`src/rtl/quad_pick_drag_point_in_polygon_unit_defines.svh`:
```
// Assertion macros for the quad pick and drag unit.
`ifndef QUAD_PICK_DRAG_POINT_IN_POLYGON_UNIT_DEFINES_SVH
`define QUAD_PICK_DRAG_POINT_IN_POLYGON_UNIT_DEFINES_SVH

`ifndef ASSERT_OFF
// Checked only while out of reset.
`define QPD_ASSERT(lbl, prop, msg) \
    lbl: assert property (@(posedge aclk) disable iff (!aresetn) prop) else $error(msg);
// Checked at every edge, reset included.
`define QPD_ASSERT_ALWAYS(lbl, prop, msg) \
    lbl: assert property (@(posedge aclk) prop) else $error(msg);
`else
`define QPD_ASSERT(lbl, prop, msg)
`define QPD_ASSERT_ALWAYS(lbl, prop, msg)
`endif

`endif

```
`src/rtl/qpd_pkg.sv`:
```
`timescale 1ns / 1ps
package qpd_pkg;

    localparam int COORD_BITS_DEF = 16;
    localparam int NUM_CORNERS    = 4;
    localparam int PIX_BITS       = 13;
    localparam int SIZE_BITS      = 12;
    localparam int TOL_BITS       = 14;
    // dividend: |2*pix - size| << 15 plus size
    localparam int DIV_BITS       = 29;

    localparam logic [SIZE_BITS-1:0] WIDTH_RST  = 12'd800;
    localparam logic [SIZE_BITS-1:0] HEIGHT_RST = 12'd600;
    localparam logic [TOL_BITS-1:0]  TOL_RST    = 14'd819;

    typedef enum logic [1:0] {
        REG_WIDTH  = 2'd0,
        REG_HEIGHT = 2'd1,
        REG_TOL    = 2'd2
    } reg_idx_t;

    typedef enum logic [1:0] {
        CMD_PRESS   = 2'd0,
        CMD_RELEASE = 2'd1,
        CMD_MOTION  = 2'd2
    } cmd_t;

    typedef enum logic [1:0] {
        F_IDLE,
        F_DIV,
        F_PUSH
    } front_state_t;

    typedef enum logic [2:0] {
        B_IDLE,
        B_GRAB,
        B_EDGE_MUL,
        B_EDGE_CMP,
        B_TRANS,
        B_EMIT
    } back_state_t;

    // queue handshake between front and back
    typedef struct packed {
        logic push;
        logic full;
        logic pop;
        logic empty;
    } q_ctl_t;

    function automatic logic signed [31:0] corner_rst_x(input int idx);
        logic signed [31:0] v;
        v = (idx == 0 || idx == 3) ? -32'sd8192 : 32'sd8192;
        return v;
    endfunction

    function automatic logic signed [31:0] corner_rst_y(input int idx);
        logic signed [31:0] v;
        v = (idx == 0 || idx == 1) ? 32'sd8192 : -32'sd8192;
        return v;
    endfunction

endpackage

```
`src/rtl/qpd_front.sv`:
```
`timescale 1ns / 1ps
module qpd_front import qpd_pkg::*; #(
    parameter int COORD_BITS = COORD_BITS_DEF
) (
    input  logic                      aclk,
    input  logic                      aresetn,
    input  logic                      s_tvalid,
    output logic                      s_tready,
    input  logic [31:0]               s_tdata,
    input  logic [1:0]                s_tuser,
    input  logic [SIZE_BITS-1:0]      win_w,
    input  logic [SIZE_BITS-1:0]      win_h,
    output logic                      push,
    input  logic                      full,
    output logic [2+2*COORD_BITS-1:0] push_data
);

    localparam logic signed [33:0] CMAX = (34'sd1 <<< (COORD_BITS - 1)) - 34'sd1;
    localparam logic signed [33:0] CMIN = -(34'sd1 <<< (COORD_BITS - 1));

    front_state_t state_reg, state_next;
    logic                  axis_reg;
    logic [4:0]            cnt_reg;
    logic [DIV_BITS-1:0]   dvd_reg;
    logic [12:0]           dsr_reg;
    logic [12:0]           rem_reg;
    logic                  neg_reg;
    logic [1:0]            cmd_reg;
    logic [PIX_BITS-1:0]   py_reg;
    logic [COORD_BITS-1:0] nx_reg, ny_reg;

    logic [SIZE_BITS-1:0]  sx, sy;
    logic signed [14:0]    numx, numy;
    logic [13:0]           magx, magy;
    logic [13:0]           t;
    logic                  ge;
    logic [12:0]           rem_n;
    logic [DIV_BITS-1:0]   dvd_n;
    logic signed [33:0]    v;
    logic [COORD_BITS-1:0] sat;
    logic                  last_step;

    assign sx = (win_w < 12'd2) ? 12'd2 : win_w;
    assign sy = (win_h < 12'd2) ? 12'd2 : win_h;
    // x: 2*px - W ; y flipped: H - 2*py
    assign numx = {{2{s_tdata[12]}}, s_tdata[12:0]} * 15'sd2 - $signed({3'b0, sx});
    assign numy = $signed({3'b0, sy}) - {{2{py_reg[12]}}, py_reg} * 15'sd2;
    assign magx = numx[14] ? 14'(-numx) : numx[13:0];
    assign magy = numy[14] ? 14'(-numy) : numy[13:0];

    // restoring divider, one quotient bit per cycle
    assign t     = {rem_reg, dvd_reg[DIV_BITS-1]};
    assign ge    = t >= {1'b0, dsr_reg};
    assign rem_n = ge ? 13'(t - {1'b0, dsr_reg}) : t[12:0];
    assign dvd_n = {dvd_reg[DIV_BITS-2:0], ge};
    assign last_step = cnt_reg == 5'(DIV_BITS - 1);

    always_comb begin
        v = $signed({5'b0, dvd_n});
        if (neg_reg) v = -v;
        if (v > CMAX)      sat = CMAX[COORD_BITS-1:0];
        else if (v < CMIN) sat = CMIN[COORD_BITS-1:0];
        else               sat = v[COORD_BITS-1:0];
    end

    always_ff @(posedge aclk) begin
        if (!aresetn) state_reg <= F_IDLE;
        else          state_reg <= state_next;
    end

    always_comb begin
        state_next = state_reg;
        s_tready   = 1'b0;
        push       = 1'b0;
        unique case (state_reg)
            F_IDLE: begin
                s_tready = 1'b1;
                if (s_tvalid) state_next = F_DIV;
            end
            F_DIV: begin
                if (last_step && axis_reg) state_next = F_PUSH;
            end
            F_PUSH: begin
                push = !full;
                if (!full) state_next = F_IDLE;
            end
            default: state_next = F_IDLE;
        endcase
    end

    always_ff @(posedge aclk) begin
        if (state_reg == F_IDLE && s_tvalid) begin
            cmd_reg  <= s_tuser;
            py_reg   <= s_tdata[25:13];
            axis_reg <= 1'b0;
            cnt_reg  <= '0;
            rem_reg  <= '0;
            dsr_reg  <= {sx, 1'b0};
            dvd_reg  <= {magx, 3'b000, sx};
            neg_reg  <= numx[14];
        end else if (state_reg == F_DIV) begin
            if (last_step) begin
                cnt_reg  <= '0;
                rem_reg  <= '0;
                if (!axis_reg) begin
                    nx_reg   <= sat;
                    axis_reg <= 1'b1;
                    dsr_reg  <= {sy, 1'b0};
                    dvd_reg  <= {magy, 3'b000, sy};
                    neg_reg  <= numy[14];
                end else begin
                    ny_reg <= sat;
                end
            end else begin
                cnt_reg <= cnt_reg + 5'd1;
                rem_reg <= rem_n;
                dvd_reg <= dvd_n;
            end
        end
    end

    assign push_data = {ny_reg, nx_reg, cmd_reg};

endmodule

```
`src/rtl/qpd_queue.sv`:
```
`timescale 1ns / 1ps
module qpd_queue import qpd_pkg::*; #(
    parameter int WIDTH = 2 + 2 * COORD_BITS_DEF
) (
    input  logic             aclk,
    input  logic             aresetn,
    input  q_ctl_t           ctl_in,
    output q_ctl_t           ctl_out,
    input  logic [WIDTH-1:0] wr_data,
    output logic [WIDTH-1:0] rd_data
);

    logic [WIDTH-1:0] mem_reg [2];
    logic             wp_reg, rp_reg;
    logic [1:0]       cnt_reg;
    logic             do_push, do_pop;

    assign do_push = ctl_in.push && cnt_reg != 2'd2;
    assign do_pop  = ctl_in.pop && cnt_reg != 2'd0;

    always_comb begin
        ctl_out       = ctl_in;
        ctl_out.full  = cnt_reg == 2'd2;
        ctl_out.empty = cnt_reg == 2'd0;
    end

    always_ff @(posedge aclk) begin
        if (!aresetn) begin
            wp_reg  <= 1'b0;
            rp_reg  <= 1'b0;
            cnt_reg <= 2'd0;
        end else begin
            if (do_push) wp_reg <= !wp_reg;
            if (do_pop)  rp_reg <= !rp_reg;
            cnt_reg <= cnt_reg + {1'b0, do_push} - {1'b0, do_pop};
        end
    end

    always_ff @(posedge aclk) begin
        if (do_push) mem_reg[wp_reg] <= wr_data;
    end

    assign rd_data = mem_reg[rp_reg];

endmodule

```
`src/rtl/qpd_back.sv`:
```
`timescale 1ns / 1ps
module qpd_back import qpd_pkg::*; #(
    parameter int COORD_BITS = COORD_BITS_DEF
) (
    input  logic                      aclk,
    input  logic                      aresetn,
    input  logic                      q_empty,
    output logic                      pop,
    input  logic [2+2*COORD_BITS-1:0] q_data,
    input  logic [TOL_BITS-1:0]       tol,
    output logic                      m_tvalid,
    input  logic                      m_tready,
    output logic [8*COORD_BITS+3:0]   out_bits
);

    localparam int C = COORD_BITS;
    localparam logic signed [C+1:0] SMAX = (C+2)'((64'sd1 <<< (C - 1)) - 64'sd1);
    localparam logic signed [C+1:0] SMIN = (C+2)'(-(64'sd1 <<< (C - 1)));

    back_state_t state_reg, state_next;

    // corners rotate during serial passes so index 0 and 1 are the only taps
    logic signed [C-1:0] cx_reg [NUM_CORNERS];
    logic signed [C-1:0] cy_reg [NUM_CORNERS];
    logic                drag_reg, held_reg;
    logic [1:0]          hidx_reg;
    logic signed [C-1:0] lx_reg, ly_reg;
    logic signed [C-1:0] nx_reg, ny_reg;
    logic [1:0]          cnt_reg;
    logic                found_reg;
    logic [1:0]          fidx_reg;
    logic                cross_reg;
    logic                cond_reg, dypos_reg;
    logic signed [2*C+1:0] lhs_reg, rhs_reg;
    logic                out_v_reg;
    logic [8*C+3:0]      out_reg;

    logic signed [C+1:0] dx, dy_g, ax, ay;
    logic                match;
    logic signed [C:0]   ea, edy, eb, ec;
    logic                cond, left;
    logic signed [C+1:0] tx, ty;
    logic signed [C-1:0] sx, sy;
    logic                out_free;
    logic [8*C+3:0]      pack;

    assign out_free = !out_v_reg || m_tready;

    // grab test on corner 0
    assign dx    = (C+2)'(nx_reg) - (C+2)'(cx_reg[0]);
    assign dy_g  = (C+2)'(ny_reg) - (C+2)'(cy_reg[0]);
    assign ax    = dx[C+1] ? -dx : dx;
    assign ay    = dy_g[C+1] ? -dy_g : dy_g;
    assign match = ax < $signed({{(C+2-TOL_BITS){1'b0}}, tol})
                && ay < $signed({{(C+2-TOL_BITS){1'b0}}, tol});

    // edge from corner 0 to corner 1
    assign cond = (ny_reg < cy_reg[0]) != (ny_reg < cy_reg[1]);
    assign edy  = (C+1)'(cy_reg[1]) - (C+1)'(cy_reg[0]);
    assign ea   = (C+1)'(nx_reg) - (C+1)'(cx_reg[1]);
    assign eb   = (C+1)'(ny_reg) - (C+1)'(cy_reg[1]);
    assign ec   = (C+1)'(cx_reg[1]) - (C+1)'(cx_reg[0]);
    assign left = dypos_reg ? (lhs_reg < rhs_reg) : (lhs_reg > rhs_reg);

    // translation of corner 0
    assign tx = (C+2)'(cx_reg[0]) + (C+2)'(nx_reg) - (C+2)'(lx_reg);
    assign ty = (C+2)'(cy_reg[0]) + (C+2)'(ny_reg) - (C+2)'(ly_reg);
    assign sx = (tx > SMAX) ? SMAX[C-1:0] : (tx < SMIN) ? SMIN[C-1:0] : tx[C-1:0];
    assign sy = (ty > SMAX) ? SMAX[C-1:0] : (ty < SMIN) ? SMIN[C-1:0] : ty[C-1:0];

    always_comb begin
        for (int k = 0; k < NUM_CORNERS; k++) begin
            pack[2*k*C +: C]     = cx_reg[k];
            pack[(2*k+1)*C +: C] = cy_reg[k];
        end
        pack[8*C]       = drag_reg;
        pack[8*C+1]     = held_reg;
        pack[8*C+3:8*C+2] = held_reg ? hidx_reg : 2'd0;
    end

    always_ff @(posedge aclk) begin
        if (!aresetn) state_reg <= B_IDLE;
        else          state_reg <= state_next;
    end

    always_comb begin
        state_next = state_reg;
        pop        = 1'b0;
        unique case (state_reg)
            B_IDLE: begin
                if (!q_empty) begin
                    pop = 1'b1;
                    unique case (q_data[1:0])
                        CMD_PRESS:  state_next = B_GRAB;
                        CMD_MOTION: state_next = (drag_reg && !held_reg) ? B_TRANS : B_EMIT;
                        default:    state_next = B_EMIT;
                    endcase
                end
            end
            B_GRAB: begin
                if (cnt_reg == 2'd3)
                    state_next = (found_reg || match || held_reg) ? B_EMIT : B_EDGE_MUL;
            end
            B_EDGE_MUL: state_next = B_EDGE_CMP;
            B_EDGE_CMP: state_next = (cnt_reg == 2'd3) ? B_EMIT : B_EDGE_MUL;
            B_TRANS:    if (cnt_reg == 2'd3) state_next = B_EMIT;
            B_EMIT:     if (out_free) state_next = B_IDLE;
            default:    state_next = B_IDLE;
        endcase
    end

    always_ff @(posedge aclk) begin
        if (!aresetn) begin
            for (int k = 0; k < NUM_CORNERS; k++) begin
                cx_reg[k] <= C'(corner_rst_x(k));
                cy_reg[k] <= C'(corner_rst_y(k));
            end
            drag_reg  <= 1'b0;
            held_reg  <= 1'b0;
            hidx_reg  <= 2'd0;
            out_v_reg <= 1'b0;
        end else begin
            if (m_tready && !(state_reg == B_EMIT && out_free)) out_v_reg <= 1'b0;
            case (state_reg)
                B_IDLE: begin
                    if (!q_empty) begin
                        nx_reg    <= q_data[C+1:2];
                        ny_reg    <= q_data[2*C+1:C+2];
                        cnt_reg   <= 2'd0;
                        found_reg <= 1'b0;
                        cross_reg <= 1'b0;
                        case (q_data[1:0])
                            CMD_PRESS: begin
                                drag_reg <= 1'b1;
                                lx_reg   <= q_data[C+1:2];
                                ly_reg   <= q_data[2*C+1:C+2];
                            end
                            CMD_RELEASE: begin
                                drag_reg <= 1'b0;
                                held_reg <= 1'b0;
                            end
                            CMD_MOTION: begin
                                if (drag_reg && held_reg) begin
                                    cx_reg[hidx_reg] <= q_data[C+1:2];
                                    cy_reg[hidx_reg] <= q_data[2*C+1:C+2];
                                end
                            end
                            default: ;
                        endcase
                    end
                end
                B_GRAB: begin
                    for (int k = 0; k < NUM_CORNERS; k++) begin
                        cx_reg[k] <= cx_reg[(k + 1) % NUM_CORNERS];
                        cy_reg[k] <= cy_reg[(k + 1) % NUM_CORNERS];
                    end
                    if (match && !found_reg) begin
                        found_reg <= 1'b1;
                        fidx_reg  <= cnt_reg;
                    end
                    cnt_reg <= cnt_reg + 2'd1;
                    if (cnt_reg == 2'd3) begin
                        if (found_reg) begin
                            held_reg <= 1'b1;
                            hidx_reg <= fidx_reg;
                        end else if (match) begin
                            held_reg <= 1'b1;
                            hidx_reg <= cnt_reg;
                        end
                    end
                end
                B_EDGE_MUL: begin
                    cond_reg  <= cond;
                    dypos_reg <= edy > 0;
                    lhs_reg   <= ea * edy;
                    rhs_reg   <= eb * ec;
                end
                B_EDGE_CMP: begin
                    for (int k = 0; k < NUM_CORNERS; k++) begin
                        cx_reg[k] <= cx_reg[(k + 1) % NUM_CORNERS];
                        cy_reg[k] <= cy_reg[(k + 1) % NUM_CORNERS];
                    end
                    cnt_reg <= cnt_reg + 2'd1;
                    if (cnt_reg == 2'd3) drag_reg <= cross_reg ^ (cond_reg && left);
                    else                 cross_reg <= cross_reg ^ (cond_reg && left);
                end
                B_TRANS: begin
                    for (int k = 0; k < NUM_CORNERS - 1; k++) begin
                        cx_reg[k] <= cx_reg[k + 1];
                        cy_reg[k] <= cy_reg[k + 1];
                    end
                    cx_reg[NUM_CORNERS-1] <= sx;
                    cy_reg[NUM_CORNERS-1] <= sy;
                    cnt_reg <= cnt_reg + 2'd1;
                    if (cnt_reg == 2'd3) begin
                        lx_reg <= nx_reg;
                        ly_reg <= ny_reg;
                    end
                end
                B_EMIT: begin
                    if (out_free) out_v_reg <= 1'b1;
                end
                default: ;
            endcase
        end
    end

    always_ff @(posedge aclk) begin
        if (state_reg == B_EMIT && out_free) out_reg <= pack;
    end

    assign m_tvalid = out_v_reg;
    assign out_bits = out_reg;

endmodule

```
`src/rtl/quad_pick_drag_point_in_polygon_unit.sv`:
```
`timescale 1ns / 1ps
// Quad pick and drag unit. Each pointer event (s_tuser = command: press,
// release, motion; s_tdata = pixel x and y) yields exactly one result on the
// m_ side: the four corners in Q2.14 plus dragging, vertex_grabbed and
// grabbed_index. The front stage maps the pixel position to normalized
// coordinates with a restoring divider, one quotient bit per cycle, x then y.
// A two-entry queue feeds the back stage, which runs the corner search on a
// press and then, if no corner matches and none is held, the crossing-number
// test (one edge multiply and one compare per edge), or the translation on a
// motion that drags the whole quad, then loads the output register. The front
// takes a new event only once it has pushed the last one into the queue; while
// the output is not held off, the divider sets the sustained rate.
// Window size and hit tolerance come from the cfg port (index 0 width,
// 1 height, 2 tolerance); the user must see that they are written only while
// the unit is idle, which the block itself leaves unenforced.
`include "quad_pick_drag_point_in_polygon_unit_defines.svh"
module quad_pick_drag_point_in_polygon_unit import qpd_pkg::*; #(
    parameter int COORD_BITS = COORD_BITS_DEF
) (
    input  logic                  aclk,
    input  logic                  aresetn,
    input  logic                  s_tvalid,
    output logic                  s_tready,
    // [12:0] pixel_x, [25:13] pixel_y, rest zero
    input  logic [31:0]           s_tdata,
    // [1:0] command
    input  logic [1:0]            s_tuser,
    output logic                  m_tvalid,
    input  logic                  m_tready,
    // corner0_x, corner0_y, ... corner3_y (COORD_BITS each), dragging,
    // vertex_grabbed, grabbed_index[1:0], zero pad
    output logic [((8*COORD_BITS+4+7)/8)*8-1:0] m_tdata,
    input  logic                  cfg_we,
    input  logic [1:0]            cfg_addr,
    input  logic [TOL_BITS-1:0]   cfg_data
);

    localparam int QW = 2 + 2 * COORD_BITS;
    localparam int OW = 8 * COORD_BITS + 4;
    localparam int MW = ((OW + 7) / 8) * 8;

    logic [SIZE_BITS-1:0] win_w_reg, win_h_reg;
    logic [TOL_BITS-1:0]  tol_reg;
    q_ctl_t               q_in, q_out;
    logic [QW-1:0]        wr_data, rd_data;
    logic [OW-1:0]        out_bits;
    logic                 push, pop;

    // configuration registers
    always_ff @(posedge aclk) begin
        if (!aresetn) begin
            win_w_reg <= WIDTH_RST;
            win_h_reg <= HEIGHT_RST;
            tol_reg   <= TOL_RST;
        end else if (cfg_we) begin
            case (cfg_addr)
                REG_WIDTH:  win_w_reg <= cfg_data[SIZE_BITS-1:0];
                REG_HEIGHT: win_h_reg <= cfg_data[SIZE_BITS-1:0];
                REG_TOL:    tol_reg   <= cfg_data;
                default: ;
            endcase
        end
    end

    // front: accept and normalize
    qpd_front #(.COORD_BITS(COORD_BITS)) u_front (
        .aclk      (aclk),
        .aresetn   (aresetn),
        .s_tvalid  (s_tvalid),
        .s_tready  (s_tready),
        .s_tdata   (s_tdata),
        .s_tuser   (s_tuser),
        .win_w     (win_w_reg),
        .win_h     (win_h_reg),
        .push      (push),
        .full      (q_out.full),
        .push_data (wr_data)
    );

    always_comb begin
        q_in       = '0;
        q_in.push  = push;
        q_in.pop   = pop;
    end

    qpd_queue #(.WIDTH(QW)) u_queue (
        .aclk    (aclk),
        .aresetn (aresetn),
        .ctl_in  (q_in),
        .ctl_out (q_out),
        .wr_data (wr_data),
        .rd_data (rd_data)
    );

    // back: pick, inside test, drag, result register
    qpd_back #(.COORD_BITS(COORD_BITS)) u_back (
        .aclk     (aclk),
        .aresetn  (aresetn),
        .q_empty  (q_out.empty),
        .pop      (pop),
        .q_data   (rd_data),
        .tol      (tol_reg),
        .m_tvalid (m_tvalid),
        .m_tready (m_tready),
        .out_bits (out_bits)
    );

    assign m_tdata = MW'(out_bits);

    // queue never written while full, never read while empty
    `QPD_ASSERT(a_q_no_overflow, q_out.push |-> !q_out.full, "queue overflow")
    `QPD_ASSERT(a_q_no_underflow, q_out.pop |-> !q_out.empty, "queue underflow")
    // a held corner implies an active drag in every result
    `QPD_ASSERT(a_grab_implies_drag, m_tvalid && out_bits[OW-3] |-> out_bits[OW-4], "grab w/o drag")
    // no result right after reset
    `QPD_ASSERT_ALWAYS(a_reset_quiet, !aresetn |=> !m_tvalid, "result valid after reset")

endmodule

```
`config.mk`:
```
export PLATFORM = sky130hd
export DESIGN_NAME = quad_pick_drag_point_in_polygon_unit
export DESIGN_NICKNAME = d
export VERILOG_FILES = /design/src/rtl/qpd_pkg.sv /design/src/rtl/qpd_front.sv /design/src/rtl/qpd_queue.sv /design/src/rtl/qpd_back.sv /design/src/rtl/quad_pick_drag_point_in_polygon_unit.sv
export VERILOG_INCLUDE_DIRS = /design/src /design/src/rtl
export SDC_FILE = /design/constraint.sdc
export NUM_CORES = 2
export LEC_CHECK = 0
export ABC_AREA = 1
export ABC_CLOCK_PERIOD_IN_PS = 7900
export BUFFER_PORTS_ARGS = -buffer_cell sky130_fd_sc_hd__buf_4
export CORE_MARGIN = 4
export CORE_UTILIZATION = 55
export CTS_BUF_LIST = sky130_fd_sc_hd__clkbuf_4 sky130_fd_sc_hd__clkbuf_8 sky130_fd_sc_hd__clkbuf_16
export DETAILED_ROUTE_END_ITERATION = 8
export HOLD_SLACK_MARGIN = 0.06
export PLACE_DENSITY = 0.75
export SLEW_MARGIN = 20
export SYNTH_ARGS = -nofsm -noshare
export SYNTH_HDL_FRONTEND = slang
export SYNTH_SLANG_ARGS = --single-unit
```
`constraint.sdc`:
```
create_clock -name aclk -period 7.9 [get_ports aclk]
set_clock_uncertainty 0.15 [all_clocks]
set_input_delay 1.185 -clock aclk [delete_from_list [all_inputs] [get_ports aclk]]
set_output_delay 1.185 -clock aclk [all_outputs]
set_load 0.01 [all_outputs]
```
==> metrics.yaml <==
yosys:
  synthDistinctLibCells: 66
  async_flop_share_pct: 0
  synthXorXnorAreaFrac_pct: 3.50
  synth_adder_area_share_pct: 31.0
  synth.area.mux_share_pct: 0
  syn-cell-area_um2: 57300
  yosysWarningCount: 0
  synth_top_family_by_area: "adder cells"
  yosys_register_bits: 629
  synth_simple_gate_area_share_pct: 14.9
  synth_edf_count: 554
  avgSynthCellArea_um2: 8.99
  ys_seq_area_share_pct: 31.7
  synth_compound_area_share_pct: 9.21
  synth_cells: 6369
  synth-main-ff-cell: "edfxtp_1"
route:
  wl_per_cell_um: 20.8
  routed_wl_um: 175000
  maxUsedRoutingLayer: "met4"
  dr_wl_met2_um: 84600
  via_count: 46900
  vias_per_cell: 5.57
  wl_met3_um: 15800
  dr.pass1.iters: 6
  met1Wirelength_um: 64000
  drtIter0Drc: 4518
  drcViolationCount: 0
  detail-route-antenna-nets: 0
die:
  dieArea_um2: 109000
  core_um2: 103000
  die_y_um: 331
  num_io_pins: 193
  num_rows: 118
  die_x_um: 331
  initial_core_util_pct: 55.3
final_layout:
  nNetsFinal: 8069
  multi_input_area_um2: 34600
  seq_area_um2: 18100
  instances_no_fill: 8413
  layout_common_cells: "inv_1 (1237), nand2_1 (1204), buf_4 (653)"
  largest_reg_flops: 132
  fillers: 8306
  layout_commonest_cell: "inv_1"
  synthToLayoutAreaGrowth_pct: 17.5
  drive_gt1_share_pct: 15.7
grt:
  grt_pass1_wl_um: 264000
  grt_max_degree: 77
  grt_pass1_vias: 47200
  grt_overflow_total: 0
  gr-usage-all-layers_pct: 31.7
  antenna_found_initial: 3
clock_network:
  cts_buffer_depth: 3
  cts.sinks: 629
  cts_tree: "yes"
  clock_latency_ns: 0.66
  htreeDepth: 3
  clkTransAtPathRegs_ns: 0.06
  cts_root_buf: "clkbuf_16"
  cts-buffers-inserted: 71
setup_path:
  start_kind: "flop"
  slowest_delay_ns: 0.54
  crit_slowest_cell: "fa_1"
  cp.required_ns: 8.14
  end_kind: "flop"
  arrival_ns: 8.09
  path_class: "reg2reg"
  crit_fanout: 9
timing:
  setup_viol: 0
  fin_crit_ns: 7.85
  hold_viol_final: 0
  final-max-slew-violation-count: 0
  maxSlewHeadroom_pct: 23.3
  rsz0062_at_grt: "yes"
  fmax_mhz: 127
  layout_setup_ws_ns: 0.0491
  tns_ns: 0
  tightest_slew_ns: 1.15
  finalCritPeriodShare_pct: 99.4
job:
  maxCapViolCount: 0
placed_design:
  dp_hpwl_um: 142000
  place.gp.congestion: 0.974
  placed_cells: 8244
  dp_slack_ns: -0.244
  io_buffers: 182
status:
  outcome: "finished clean"
hold_path:
  hold_path.class: "reg2reg"
==> through the flow <==
stage          hold slack [ns]  utilization (%)  area (um2)
5_1_grt                  0.305             65.0       67200
4_1_cts                  0.292             63.8       66000
6_report                 0.288             65.0       67200
2_1_floorplan            0.270                -       57300
3_5_place_dp             0.279             61.4       63500
3_3_place_gp             0.272             61.4       63500
==> final cells by class <==
cell class                      instances  share of cell area, %
Multi-Input combinational cell       4280                   51.5
Sequential cell                       629                   27.0
Timing Repair Buffer                  686                   8.12
Inverter                             1305                   7.31
Clock buffer                           86                   2.91
Tap cell                             1380                   2.57
Clock inverter                         44                  0.620
Antenna cell                            3                 0.0112
==> timing repair <==
action	CTS	global route
cloned	0	2
hold buffers	0	0
pin swaps	6	94
setup buffers	3	31
setup endpoints to repair	13	31
resized for setup	29	218
==> worst max-delay path: cells and delay by family (launching register included) <==
| family | cells | cell delay [ns] |
|---|---|---|
| buffers and inverters | 8 | 0.98 |
| AOI/OAI and AO/OA | 6 | 0.80 |
| adders and majority gates | 9 | 3.77 |
| DFF | 1 | 0.44 |
| xor gates and xnor gates | 1 | 0.11 |
| and+or+nand+nor | 13 | 1.36 |
==> synthesized netlist by cell type, drive strengths merged, types with 2 or more instances <==
| library cell | instances | area share, % |
|---|---|---|
| o31ai | 5 | 0.066 |
| xnor2 | 88 | 1.4 |
| a211oi | 10 | 0.14 |
| a22oi | 4 | 0.061 |
| nor3 | 55 | 0.56 |
| nor3b | 4 | 0.070 |
| o221ai | 18 | 0.28 |
| nand3b | 17 | 0.22 |
| a21boi | 8 | 0.10 |
| o211ai | 83 | 1.1 |
| o21bai | 15 | 0.20 |
| o2111ai | 5 | 0.076 |
| o21a | 6 | 0.079 |
| a21oi | 316 | 2.8 |
| o211a | 3 | 0.052 |
| xor2 | 139 | 2.1 |
| nor4 | 12 | 0.13 |
| fa | 633 | 22 |
| and2 | 3 | 0.033 |
| edfxtp | 554 | 29 |
| and3 | 4 | 0.044 |
| o21ai | 378 | 3.3 |
| nand4 | 45 | 0.49 |
| buf | 28 | 0.29 |
| a31oi | 10 | 0.11 |
| a221oi | 7 | 0.11 |
| inv | 1287 | 8.4 |
| o32ai | 2 | 0.031 |
| dfxtp | 75 | 2.6 |
| nand3 | 156 | 1.4 |
| clkbuf | 130 | 0.85 |
| nor2 | 512 | 3.4 |
| clkinv | 18 | 0.12 |
| a21o | 10 | 0.13 |
| nand2 | 1249 | 8.3 |
| or2 | 23 | 0.25 |
| o22ai | 43 | 0.47 |
| ha | 408 | 8.9 |
==> final timing paths <==
kind / depth (start not counted) / end / startpoint / slack, ns
setup / recovery: 37 / u_back.lhs_reg[32]$_DFFE_PP_ / u_back.cx_reg[1][0]$_DFFE_PP_ / 0.05
hold / removal: 0 / u_queue.mem_reg[1][31]$_DFFE_PP_ / u_front.ny_reg[13]$_DFFE_PP_ / 0.29
setup reg to reg: 37 / u_back.lhs_reg[32]$_DFFE_PP_ / u_back.cx_reg[1][0]$_DFFE_PP_ / 0.05
hold reg to reg: 0 / u_queue.mem_reg[1][31]$_DFFE_PP_ / u_front.ny_reg[13]$_DFFE_PP_ / 0.29
==> metal layers <==
metal,global-route usage (%),vias up
li1,-,21500
met1,38.8,22700
met2,53.8,2174
met3,6.08,495
met4,16.4,0
met5,0,-
==> kinds of logic (layout without fill, tap and decap cells) <==
| group | count (synthesis) | count (layout) |
|---|---|---|
| flops | 629 | 629 |
| simple gates | 2080 | 2080 |
| fa+ha+maj | 1041 | 1041 |
| other cells | 1 | 7 |
| buf+inv | 1463 | 2121 |
| xor+xnor | 227 | 227 |
| compound gates | 928 | 928 |
Power is left out: the tool's default activity adds up to more than one toggle a clock period on the data nets, which glitch-free logic cannot reach.
